File: src/rtl/nlau_pkg.sv
package nlau_pkg;

   localparam int VALUE_WIDTH        = 32;
   localparam int MAX_POINTS_DEFAULT = 8;
   localparam int NUM_SURF           = 4;
   localparam int SURF_W             = 2;
   localparam int REQ_W              = 3;
   localparam int SENSE_W            = 2;
   localparam int IDX_FIELD_W        = 3;
   localparam int CNT_FIELD_W        = 4;
   localparam int CSR_IDX_W          = 1;
   localparam int OP_W               = 3;

   localparam int FRAC_W      = 32;
   localparam int FRAC_SHIFT  = 16;
   localparam int DIFF_W      = VALUE_WIDTH + 1;
   localparam int NUM_W       = DIFF_W + FRAC_SHIFT;
   localparam int DEN_W       = DIFF_W;
   localparam int PROD_W      = FRAC_W + DIFF_W;
   localparam int WIDE_W      = PROD_W - FRAC_SHIFT + 1;

   localparam logic [CNT_FIELD_W-1:0] PTS_RESET = CNT_FIELD_W'(8);
   localparam int PTS_MIN = 2;

   localparam logic [REQ_W-1:0] REQ_WR_SLEW = 3'd0;
   localparam logic [REQ_W-1:0] REQ_WR_LOAD = 3'd1;
   localparam logic [REQ_W-1:0] REQ_WR_GRID = 3'd2;
   localparam logic [REQ_W-1:0] REQ_START   = 3'd3;
   localparam logic [REQ_W-1:0] REQ_EVAL    = 3'd4;

   localparam logic [SENSE_W-1:0] SENSE_POS = 2'd0;
   localparam logic [SENSE_W-1:0] SENSE_NEG = 2'd1;
   localparam logic [SENSE_W-1:0] SENSE_NON = 2'd2;

   localparam logic [OP_W-1:0] OP_NOP     = 3'd0;
   localparam logic [OP_W-1:0] OP_WR_SLEW = 3'd1;
   localparam logic [OP_W-1:0] OP_WR_LOAD = 3'd2;
   localparam logic [OP_W-1:0] OP_WR_GRID = 3'd3;
   localparam logic [OP_W-1:0] OP_START   = 3'd4;
   localparam logic [OP_W-1:0] OP_EVAL    = 3'd5;

   localparam logic [CSR_IDX_W-1:0] CSR_SLEW_POINTS = 1'b0;
   localparam logic [CSR_IDX_W-1:0] CSR_LOAD_POINTS = 1'b1;

   typedef logic signed [VALUE_WIDTH-1:0] val_type;
   typedef logic signed [FRAC_W-1:0]      frac_type;

   localparam frac_type FRAC_MAX = {1'b0, {(FRAC_W-1){1'b1}}};
   localparam frac_type FRAC_MIN = {1'b1, {(FRAC_W-1){1'b0}}};

   localparam logic signed [WIDE_W-1:0] VAL_MAX_W =
      {{(WIDE_W-VALUE_WIDTH+1){1'b0}}, {(VALUE_WIDTH-1){1'b1}}};
   localparam logic signed [WIDE_W-1:0] VAL_MIN_W =
      {{(WIDE_W-VALUE_WIDTH+1){1'b1}}, {(VALUE_WIDTH-1){1'b0}}};

   typedef struct packed {
      logic [OP_W-1:0]        op;
      logic [SURF_W-1:0]      surf;
      logic [IDX_FIELD_W-1:0] row;
      logic [IDX_FIELD_W-1:0] col;
      val_type                wval;
      logic [SENSE_W-1:0]     sense;
      val_type                arr_rise;
      val_type                arr_fall;
      val_type                slew_rise;
      val_type                slew_fall;
      val_type                load_rise;
      val_type                load_fall;
   } cmd_type;

   typedef struct packed {
      val_type arr_rise;
      val_type arr_fall;
      val_type slew_rise;
      val_type slew_fall;
      logic    sat;
   } rsp_type;

   // clamp to the value range, flag in the top bit
   function automatic logic [VALUE_WIDTH:0] sat_wide(input logic signed [WIDE_W-1:0] v);
      logic [VALUE_WIDTH:0] r;
      if (v > VAL_MAX_W) begin
         r = {1'b1, VAL_MAX_W[VALUE_WIDTH-1:0]};
      end else if (v < VAL_MIN_W) begin
         r = {1'b1, VAL_MIN_W[VALUE_WIDTH-1:0]};
      end else begin
         r = {1'b0, v[VALUE_WIDTH-1:0]};
      end
      return r;
   endfunction

endpackage

File: src/rtl/nlau_ifs.sv
interface nlau_req_if;
   import nlau_pkg::*;
   logic                   valid;
   logic                   ready;
   logic [REQ_W-1:0]       req_type;
   logic [SURF_W-1:0]      surface_sel;
   logic [IDX_FIELD_W-1:0] row;
   logic [IDX_FIELD_W-1:0] col;
   val_type                write_value;
   logic [SENSE_W-1:0]     arc_sense;
   val_type                arrival_in_rise;
   val_type                arrival_in_fall;
   val_type                slew_in_rise;
   val_type                slew_in_fall;
   val_type                load_rise;
   val_type                load_fall;

   modport source (output valid, req_type, surface_sel, row, col, write_value, arc_sense,
                   arrival_in_rise, arrival_in_fall, slew_in_rise, slew_in_fall,
                   load_rise, load_fall, input ready);
   modport sink (input valid, req_type, surface_sel, row, col, write_value, arc_sense,
                 arrival_in_rise, arrival_in_fall, slew_in_rise, slew_in_fall,
                 load_rise, load_fall, output ready);
endinterface


File: src/rtl/nlau_front.sv
module nlau_front #(
   parameter int MAX_POINTS = nlau_pkg::MAX_POINTS_DEFAULT
) (
   input  logic              clock,
   input  logic              reset,
   nlau_req_if.sink          req_chan,
   output logic              cmd_valid,
   output nlau_pkg::cmd_type cmd,
   input  logic              cmd_pop
);
   import nlau_pkg::*;

   localparam int QDEPTH = 2;
   localparam int PTR_W  = $clog2(QDEPTH);
   localparam int QCNT_W = $clog2(QDEPTH + 1);

   cmd_type            q_ff [QDEPTH];
   logic [PTR_W-1:0]   wr_ptr_ff, wr_ptr_in;
   logic [PTR_W-1:0]   rd_ptr_ff, rd_ptr_in;
   logic [QCNT_W-1:0]  count_ff, count_in;
   cmd_type            cls;
   logic               row_ok, col_ok, sense_ok, push;

   always_comb begin
      row_ok   = int'(req_chan.row) < MAX_POINTS;
      col_ok   = int'(req_chan.col) < MAX_POINTS;
      sense_ok = (req_chan.arc_sense == SENSE_POS) || (req_chan.arc_sense == SENSE_NEG) ||
                 (req_chan.arc_sense == SENSE_NON);
      cls.surf      = req_chan.surface_sel;
      cls.row       = req_chan.row;
      cls.col       = req_chan.col;
      cls.wval      = req_chan.write_value;
      cls.sense     = req_chan.arc_sense;
      cls.arr_rise  = req_chan.arrival_in_rise;
      cls.arr_fall  = req_chan.arrival_in_fall;
      cls.slew_rise = req_chan.slew_in_rise;
      cls.slew_fall = req_chan.slew_in_fall;
      cls.load_rise = req_chan.load_rise;
      cls.load_fall = req_chan.load_fall;
      unique case (req_chan.req_type)
         REQ_WR_SLEW: cls.op = row_ok ? OP_WR_SLEW : OP_NOP;
         REQ_WR_LOAD: cls.op = col_ok ? OP_WR_LOAD : OP_NOP;
         REQ_WR_GRID: cls.op = (row_ok && col_ok) ? OP_WR_GRID : OP_NOP;
         REQ_START:   cls.op = OP_START;
         REQ_EVAL:    cls.op = sense_ok ? OP_EVAL : OP_NOP;
         default:     cls.op = OP_NOP;
      endcase
   end

   assign req_chan.ready = count_ff != QCNT_W'(QDEPTH);
   assign push           = req_chan.valid && req_chan.ready;
   assign cmd_valid      = count_ff != '0;
   assign cmd            = q_ff[rd_ptr_ff];

   always_comb begin
      wr_ptr_in = push ? wr_ptr_ff + PTR_W'(1) : wr_ptr_ff;
      rd_ptr_in = cmd_pop ? rd_ptr_ff + PTR_W'(1) : rd_ptr_ff;
      count_in  = count_ff + QCNT_W'(push) - QCNT_W'(cmd_pop);
   end

   always_ff @(posedge clock) begin
      if (reset) begin
         wr_ptr_ff <= '0;
         rd_ptr_ff <= '0;
         count_ff  <= '0;
      end else begin
         wr_ptr_ff <= wr_ptr_in;
         rd_ptr_ff <= rd_ptr_in;
         count_ff  <= count_in;
      end
   end

   always_ff @(posedge clock) begin
      if (push) begin
         q_ff[wr_ptr_ff] <= cls;
      end
   end
endmodule

File: src/flat_wrapper.sv
// flat-port wrapper written by rule: the top's interface ports become plain ports
module nlau_front_flat import nlau_pkg::*;
#(
   parameter int MAX_POINTS = nlau_pkg::MAX_POINTS_DEFAULT
)
  (clock, reset, cmd_valid, cmd, cmd_pop, req_chan_valid, req_chan_req_type, req_chan_surface_sel, req_chan_row, req_chan_col, req_chan_write_value, req_chan_arc_sense, req_chan_arrival_in_rise, req_chan_arrival_in_fall, req_chan_slew_in_rise, req_chan_slew_in_fall, req_chan_load_rise, req_chan_load_fall, req_chan_ready);
  nlau_req_if req_chan_i ();
  input  logic clock;
  input  logic reset;
  output logic cmd_valid;
  output nlau_pkg::cmd_type cmd;
  input  logic cmd_pop;
  input wire logic [$bits(req_chan_i.valid)-1:0] req_chan_valid;
  input wire logic [$bits(req_chan_i.req_type)-1:0] req_chan_req_type;
  input wire logic [$bits(req_chan_i.surface_sel)-1:0] req_chan_surface_sel;
  input wire logic [$bits(req_chan_i.row)-1:0] req_chan_row;
  input wire logic [$bits(req_chan_i.col)-1:0] req_chan_col;
  input wire logic [$bits(req_chan_i.write_value)-1:0] req_chan_write_value;
  input wire logic [$bits(req_chan_i.arc_sense)-1:0] req_chan_arc_sense;
  input wire logic [$bits(req_chan_i.arrival_in_rise)-1:0] req_chan_arrival_in_rise;
  input wire logic [$bits(req_chan_i.arrival_in_fall)-1:0] req_chan_arrival_in_fall;
  input wire logic [$bits(req_chan_i.slew_in_rise)-1:0] req_chan_slew_in_rise;
  input wire logic [$bits(req_chan_i.slew_in_fall)-1:0] req_chan_slew_in_fall;
  input wire logic [$bits(req_chan_i.load_rise)-1:0] req_chan_load_rise;
  input wire logic [$bits(req_chan_i.load_fall)-1:0] req_chan_load_fall;
  output wire logic [$bits(req_chan_i.ready)-1:0] req_chan_ready;
  assign req_chan_i.valid = req_chan_valid;
  assign req_chan_i.req_type = req_chan_req_type;
  assign req_chan_i.surface_sel = req_chan_surface_sel;
  assign req_chan_i.row = req_chan_row;
  assign req_chan_i.col = req_chan_col;
  assign req_chan_i.write_value = req_chan_write_value;
  assign req_chan_i.arc_sense = req_chan_arc_sense;
  assign req_chan_i.arrival_in_rise = req_chan_arrival_in_rise;
  assign req_chan_i.arrival_in_fall = req_chan_arrival_in_fall;
  assign req_chan_i.slew_in_rise = req_chan_slew_in_rise;
  assign req_chan_i.slew_in_fall = req_chan_slew_in_fall;
  assign req_chan_i.load_rise = req_chan_load_rise;
  assign req_chan_i.load_fall = req_chan_load_fall;
  assign req_chan_ready = req_chan_i.ready;
  nlau_front #(.MAX_POINTS(MAX_POINTS)) u_core (.clock(clock), .reset(reset), .req_chan(req_chan_i), .cmd_valid(cmd_valid), .cmd(cmd), .cmd_pop(cmd_pop));
endmodule
File: config.mk
export PLATFORM = sky130hd
export DESIGN_NAME = nlau_front_flat
export DESIGN_NICKNAME = d
export VERILOG_FILES = /design/src/rtl/nlau_pkg.sv /design/src/rtl/nlau_ifs.sv /design/src/rtl/nlau_front.sv /design/src/flat_wrapper.sv
export SDC_FILE = /design/constraint.sdc
export NUM_CORES = 1
export LEC_CHECK = 0
export CORE_AREA = 2 2 187 189
export CTS_BUF_LIST = sky130_fd_sc_hd__clkbuf_8
export DETAILED_ROUTE_END_ITERATION = 12
export DIE_AREA = 0 0 189 191
export DONT_BUFFER_PORTS = 1
export HOLD_SLACK_MARGIN = 0.08
export PLACE_DENSITY = 0.68
export SLEW_MARGIN = 20
export SYNTH_ARGS = -nofsm -noshare
export SYNTH_HDL_FRONTEND = slang
export SYNTH_SLANG_ARGS = --single-unit
File: constraint.sdc
create_clock -name clock -period 32.7 [get_ports clock]
set_clock_uncertainty 0.15 [all_clocks]
set_input_delay 4.905 -clock clock [delete_from_list [all_inputs] [get_ports clock]]
set_output_delay 4.905 -clock clock [all_outputs]
set_load 0.05 [all_outputs]
---- Word-level counts from Yosys, hierarchy flattened ----
Memory sizes are Yosys's and may differ from the RTL's. A register that Yosys moved wholly into a read port is not among the register bits.
Index checks and enable logic that the tools add are counted.
word-level totals
  logic and storage cells ................. 27
  memory bits (writable) .................. 474
  memories kept ........................... 1
  flip-flop bits (word level) ............. 4
  latch bits .............................. 0
  output and inout bits ................... 239
  bits in read-only memories .............. 0
cells by class
  div/mod/pow operators ................... 0
  add/sub/neg operators ................... 4
  $lt $le $gt $ge ......................... 0
  equality and inequality tests ........... 7
  reduce and logical (&&, ||, !) cells .... 6
  shifts and indexed selects .............. 0
  bitwise logic cells ..................... 0
  $mul .................................... 0
  muxes and demuxes ....................... 6
memories
  name         words  bits a word  rd ports  clocked after Yosys merged registers in  write ports  RTL line          text
  u_core.q_ff  2      237          1         1                                        1            nlau_front.sv:17  cmd_type q_ff [QDEPTH];
operators by type and width
  kind                 count
  $pmux 3 s5           1
  $eq 3x2->1 const B   2
  $mux 1               4
  $eq 3x1->1 const B   1
  $eq 3x3->1 const B   1
  $logic_not 3->1      1
  $mux 3               1
  $add 1x1->1 const B  2
  $add 2x1->2          1
  $eq 2x1->1 const B   1
  $eq 2x2->1 const B   1
  $logic_not 2->1      1
  $logic_or 1x1->1     2
  $ne 2x2->1 const B   1
  $reduce_bool 2->1    1
  $sub 2x1->2          1
  $logic_and 1x1->1    1

---- Logic depth before layout (Yosys ltp) ----
Gate-level depths: netlist of run 1.
  word-level depth ........................ 5
  mapped depth ............................ 7
  mapped depth without buffers ............ 7

---- Least setup slack after synthesis of run 1 ----
Ideal clock, no wire load.
  kind .................................... input -> register
  start point ............................. in req_chan_valid
  end point ............................... mem u_core.q_ff[0][0] (netlist bit), enable pin
  path buffers ............................ 0
  path slack .............................. 16,235 ps
  data arrival time ....................... 15,447 ps
  stages .................................. 2
  required time ........................... 31,682 ps
  setup time .............................. 868 ps
  cells stage by stage .................... and2_1 > nor2b_1
between the ends
  longest elaborated chain between the ends .. 3
RTL lines
  what                          RTL line            text
  from (decl)                   flat_wrapper.sv:13  input wire logic [$bits(req_chan_i.valid)-1:0] req_chan_valid;
  $logic_and 1x1->1             nlau_front.sv:51    assign push = req_chan.valid && req_chan.ready;
  $mux 1                        nlau_front.sv:74    if (push) begin
  $mux 1 (implied by the code)  nlau_front.sv:75    q_ff[wr_ptr_ff] <= cls;
  to (decl)                     nlau_front.sv:17
Every way passes these cells.

==> results of run 1 <==
==> registers in the layout, summed over array words and instances, names as in the netlist, named ones only <==
name,flops
u_core.wr_ptr_ff,1
u_core.rd_ptr_ff,1
u_core.q_ff,474
u_core.count_ff,2
==> area by class of cell <==
cell class | count | area [um^2]
Clock buffer | 75 | 1030
Multi-Input combinational cell | 264 | 2850
Fill cell | 2535 | 15000
Timing Repair Buffer | 9 | 80.1
Sequential cell | 479 | 14300
Tap cell | 455 | 569
Clock inverter | 46 | 259
Inverter | 2 | 7.51
==> routing by layer <==
| metal | vias to the layer above | global-route usage [%] | part of all wire, % |
|---|---|---|---|
| li1 | 3188 | - | - |
| met1 | 3605 | 17.7 | 33 |
| met2 | 417 | 31.5 | 52 |
| met3 | 63 | 9.82 | 12 |
| met4 | 0 | 8.53 | 2.9 |
| met5 | - | 0 | 0 |
==> cells by family after synthesis <==
group           synth area share (%)
fa+ha+maj                      0.143
flops                           81.8
simple gates                   0.571
compound gates                0.0857
xor+xnor                       0.150
mux                             15.2
buf+inv                         2.00
==> where the power goes <==
| group | switching, mW | total [mW] | internal [mW] | leakage, nW |
|---|---|---|---|---|
| clock | 0.210 | 0.439 | 0.228 | 0.723 |
| sequential | 0.0220 | 0.786 | 0.764 | 4.46 |
| combinational | 0.259 | 0.314 | 0.0546 | 1.02 |
==> cell usage after synthesis, drive strengths merged, types with 2 or more instances <==
master  instances
nor2            6
mux2          237
nor2b           3
xnor2           2
dfxtp           5
clkbuf         20
o21ai           2
edfxtp        474
buf             6
and2            2
nand2b          2
ha              2
inv             2
==> stage by stage <==
stage	power, mW	hold slack (ps)	util [%]
after global placement	1.11	344	52.2
after floorplan	1.10	321	-
final	1.54	420	56.1
after CTS	1.56	429	56.1
after global routing	1.59	441	56.1
after detailed placement	1.11	408	52.3
==> path summary, 6_finish.rpt <==
check                                           to  cells after the start
worst max-delay path                      cmd[179]                      2
worst min-delay path              u_core.rd_ptr_ff                      2
worst max register to register  u_core.q_ff[1][94]                      4
worst min register to register    u_core.rd_ptr_ff                      2
==> critical path, stage by stage, from the launching register on <==
cell	delay, ps
dfxtp_4	940
buf_4	900
mux2_2	570
==> impl_metrics.ini, run 1 <==
[worst_setup_path]
worst_setup_path_start_kind = flip-flop
critPathKind = flip-flop to output port
crit_arrival_ps = 3200
reg2reg_slack_ps = 28970
end_kind = output port
worst-endpoint-required_ps = 27640
cp_max_fo = 82
rr_startpoint = u_core.count_ff[0]

[placement]
io_buffers = 0
place_area_um2 = 17800
hpwl_mm = 23.5
dp_cells = 1209
dpl_worst_slack_ps = 25010
gp_congestion = 0.806

[clock_network]
numClockSinks = 479
cts-resized-gates = 0
tritoncts = yes
cts_hold_buf = 0
numCtsBuffers = 73
clockBufferDepth = 3
htree_levels = 3
root_buffer = clkbuf_8
post_cts_buffers = 0
clkTransAtPathRegs_ps = 60
insertion_delay_ps = 600

[logic_synthesis]
synth.net_count = 1014
yosysUniqueCellTypes = 21
synthCells = 771
synth_area_per_cell_um2 = 22.7
ys_top_cells_by_area = edfxtp_1 (81%), mux2_2 (15%), clkbuf_8 (1.6%)
synth_top_area_cell = edfxtp_1
ys_seq_area_share_pct = 81.8
synthDominantCellAreaShare_pct = 81.2
netlist_area_um2 = 17500
synth_edf_count = 474
ys_async_sr_fraction_pct = 0
synth_top_flop_cell = edfxtp_1
ys_ff_latch = 479
ys_warn_count = 0

[routing]
first_pass_iters = 4
ant_nets = 0
drt-total-wl_mm = 34.5
wire_per_inst_um = 25.9
drt-initial-drc-count = 397
vias_per_cell = 5.47
vias = 7273
drc = 0

[final_layout]
nets = 1072
area_growth_pct = 9.21
layoutNonFillerInstCount = 1330
antenna_cells = 0
layout-drive-gt1-share_pct = 38.5
layout_commonest_cell = edfxtp_1
final_cell_mix = edfxtp_1 (474), mux2_2 (237), clkbuf_8 (75), inv_1 (21), clkinv_1 (15)
fin_area_um2 = 19100

[timing]
relSlewSlack_pct = 28.8
finalHoldViolations = 0
rsz0062_at_grt = false
fin_setup_tns_ps = 0
fin_crit_ps = 8260
slew_viol_final = 0
setup_violations = 0
max_freq_mhz = 121
timing.final.ws_setup_ps = 24440
tightest_slew_ps = 1070
post-route-period-util_pct = 25.2

[die]
die_h_um = 191
rows = 68
die_w_um = 189
die_area_um2 = 36100
design.core.area_um2 = 34100
io_pins = 480
start_util_pct = 51.3

[global_routing]
grt_pass1_wl_mm = 47.8
antenna_found_initial = 0
grt_util_all_layers_pct = 18.2
grt-ovfl-total = 0
grt_pass1_vias = 7778
grt_max_degree = 84

[flow_run]
max_cap_violations = 0

[hold_path]
hold_class = flip-flop to flip-flop
min-delay-start = u_core.rd_ptr_ff

[power_and_ir_drop]
max-vdd-ir-drop_mv = 0.0490
power_density_nw_per_um2 = 80.4
p_leak_nw = 6.20

[outcome]
status = complete, no violations
Power figures use the tool's default switching activity.
==> run 2, diff against run 1 <==
--- a/config.mk
+++ b/config.mk
@@ -5,13 +5,13 @@
 export SDC_FILE = /design/constraint.sdc
 export NUM_CORES = 1
 export LEC_CHECK = 0
-export CORE_AREA = 2 2 187 189
+export CORE_AREA = 2 2 186 188
 export CTS_BUF_LIST = sky130_fd_sc_hd__clkbuf_8
 export DETAILED_ROUTE_END_ITERATION = 12
-export DIE_AREA = 0 0 189 191
+export DIE_AREA = 0 0 188 190
 export DONT_BUFFER_PORTS = 1
 export HOLD_SLACK_MARGIN = 0.08
-export PLACE_DENSITY = 0.68
+export PLACE_DENSITY = 0.71
 export SLEW_MARGIN = 20
 export SYNTH_ARGS = -nofsm -noshare
 export SYNTH_HDL_FRONTEND = slang
==> constraint.sdc (replaced) <==
create_clock -name clock -period 6.8 [get_ports clock]
set_clock_uncertainty 0.15 [all_clocks]
set_input_delay 1.02 -clock clock [delete_from_list [all_inputs] [get_ports clock]]
set_output_delay 1.02 -clock clock [all_outputs]
set_load 0.05 [all_outputs]
==> impl_metrics.ini, run 2 (synthesized netlist as in run 1, its figures left out) <==
[placement]
gp_congestion = 0.786
hpwl_mm = 22.3
io_buffers = 0
dpl_worst_slack_ps = 3370

[die]
design.core.area_um2 = 33900
die_h_um = 190
rows = 68
start_util_pct = 51.6
die_w_um = 188
die_area_um2 = 35700
io_pins = 480

[worst_setup_path]
worst_setup_path_start_kind = flip-flop
worst_path_max_delay_cell = buf_4
cpPeakStageDelay_ps = 830
worst-endpoint-required_ps = 5630
cp_max_fo = 79
critPathKind = flip-flop to output port
crit_arrival_ps = 2860
end_kind = output port
reg2reg_slack_ps = 3450
cp_cell_sequence = buf_4 -> mux2_2

[final_layout]
final_cell_mix = edfxtp_1 (474), mux2_2 (237), clkbuf_8 (80), clkinv_1 (23), inv_1 (18)
nets = 1075
layout-drive-gt1-share_pct = 39.1
area_growth_pct = 10.1
layout_commonest_cell = edfxtp_1
largest_register = u_core.q_ff
largest_reg_flops = 474
largestRegisters = u_core.q_ff x474, u_core.count_ff x2
nFillCells = 2476

[clock_network]
numCtsBuffers = 77
tritoncts = yes
root_buffer = clkbuf_8
htree_levels = 3
clockBufferDepth = 3
cts-resized-gates = 0
cts_hold_buf = 0
post_cts_buffers = 0
clkTransAtPathRegs_ps = 60
insertion_delay_ps = 600
numClockSinks = 479

[timing]
finalHoldViolations = 0
setup_violations = 0
fin_setup_tns_ps = 0
tightest_slew_ps = 1050
rsz0062_at_grt = false
post-route-period-util_pct = 59.3
relSlewSlack_pct = 29.7
timing.final.ws_setup_ps = 2770
fin_crit_ps = 4030
max_freq_mhz = 248
slew_viol_final = 0

[power_and_ir_drop]
p_int_mw = 5.15
p_seq_share_pct = 50.0
p_switching_mw = 2.40
max-vdd-ir-drop_mv = 0.306
power_density_nw_per_um2 = 391
p_clk_share_pct = 30.1
p_leak_nw = 6.26
switching_share_pct = 31.8
power_frac_comb_pct = 20.0
p_total_mw = 7.54

[global_routing]
grt_max_degree = 120
antenna_found_initial = 1
grt-ovfl-total = 0
grt_pass1_wl_mm = 47.0
grt_util_all_layers_pct = 18.0
grt_pass1_vias = 7696

[hold_path]
hold_class = input pin to flip-flop

[routing]
wire_per_inst_um = 24.8
first_pass_iters = 5
vias = 7288
drt-total-wl_mm = 33.4
ant_nets = 0
drt-initial-drc-count = 407
drc = 0
vias_per_cell = 5.41

[flow_run]
max_cap_violations = 0

[outcome]
status = complete, no violations
## run 2: power by group through the flow
stage          Combinational [mW]  Sequential [mW]  Clock, mW
2_1_floorplan                1.39             3.82          0
3_3_place_gp                 1.51             3.82          0
3_5_place_dp                 1.52             3.83          0
4_1_cts                      1.52             3.77       2.34
5_1_grt                      1.56             3.80       2.46
6_report                     1.51             3.77       2.27
## run 2: worst paths after layout
path                              to  cells after the start          startpoint
hold reg to reg     u_core.rd_ptr_ff                      2    u_core.rd_ptr_ff
hold / removal      u_core.rd_ptr_ff                      1               reset
setup reg to reg  u_core.q_ff[0][60]                      5  u_core.count_ff[0]
setup / recovery            cmd[191]                      2           flip-flop
## run 2: layer usage
layer,GRT usage [%],part of all wire [%],up-vias
met5,0,0,-
met4,9.63,3.7,0
met3,9.52,12,80
met2,31.5,53,394
met1,17.0,32,3604
li1,-,-,3210
## run 2: critical path, delay by kind of cell (launching register included)
kind | cells | cell delay, ps
DFF | 1 | 770
buffers and inverters | 1 | 830
muxes | 1 | 550
## run 2: through the flow
stage	cell area, um^2	std cells	utilization, %	hold WS, ps
finish	19300	1348	56.8	329
CTS	19300	1346	56.8	260
floorplan	17500	771	-	330
global route	19300	1348	56.8	281
global placement	17800	1208	52.6	345
detailed placement	17800	1208	52.6	350
## run 2: cell type report
type | instances | area, um^2 | share of cell area [%]
Timing Repair Buffer | 8 | 85.1 | 0.441
Inverter | 2 | 7.51 | 0.0389
Tap cell | 455 | 569 | 2.95
Sequential cell | 479 | 14300 | 74.3
Clock inverter | 58 | 335 | 1.74
Multi-Input combinational cell | 264 | 2850 | 14.8
Clock buffer | 80 | 1100 | 5.71
Antenna cell | 2 | 5.00 | 0.0259
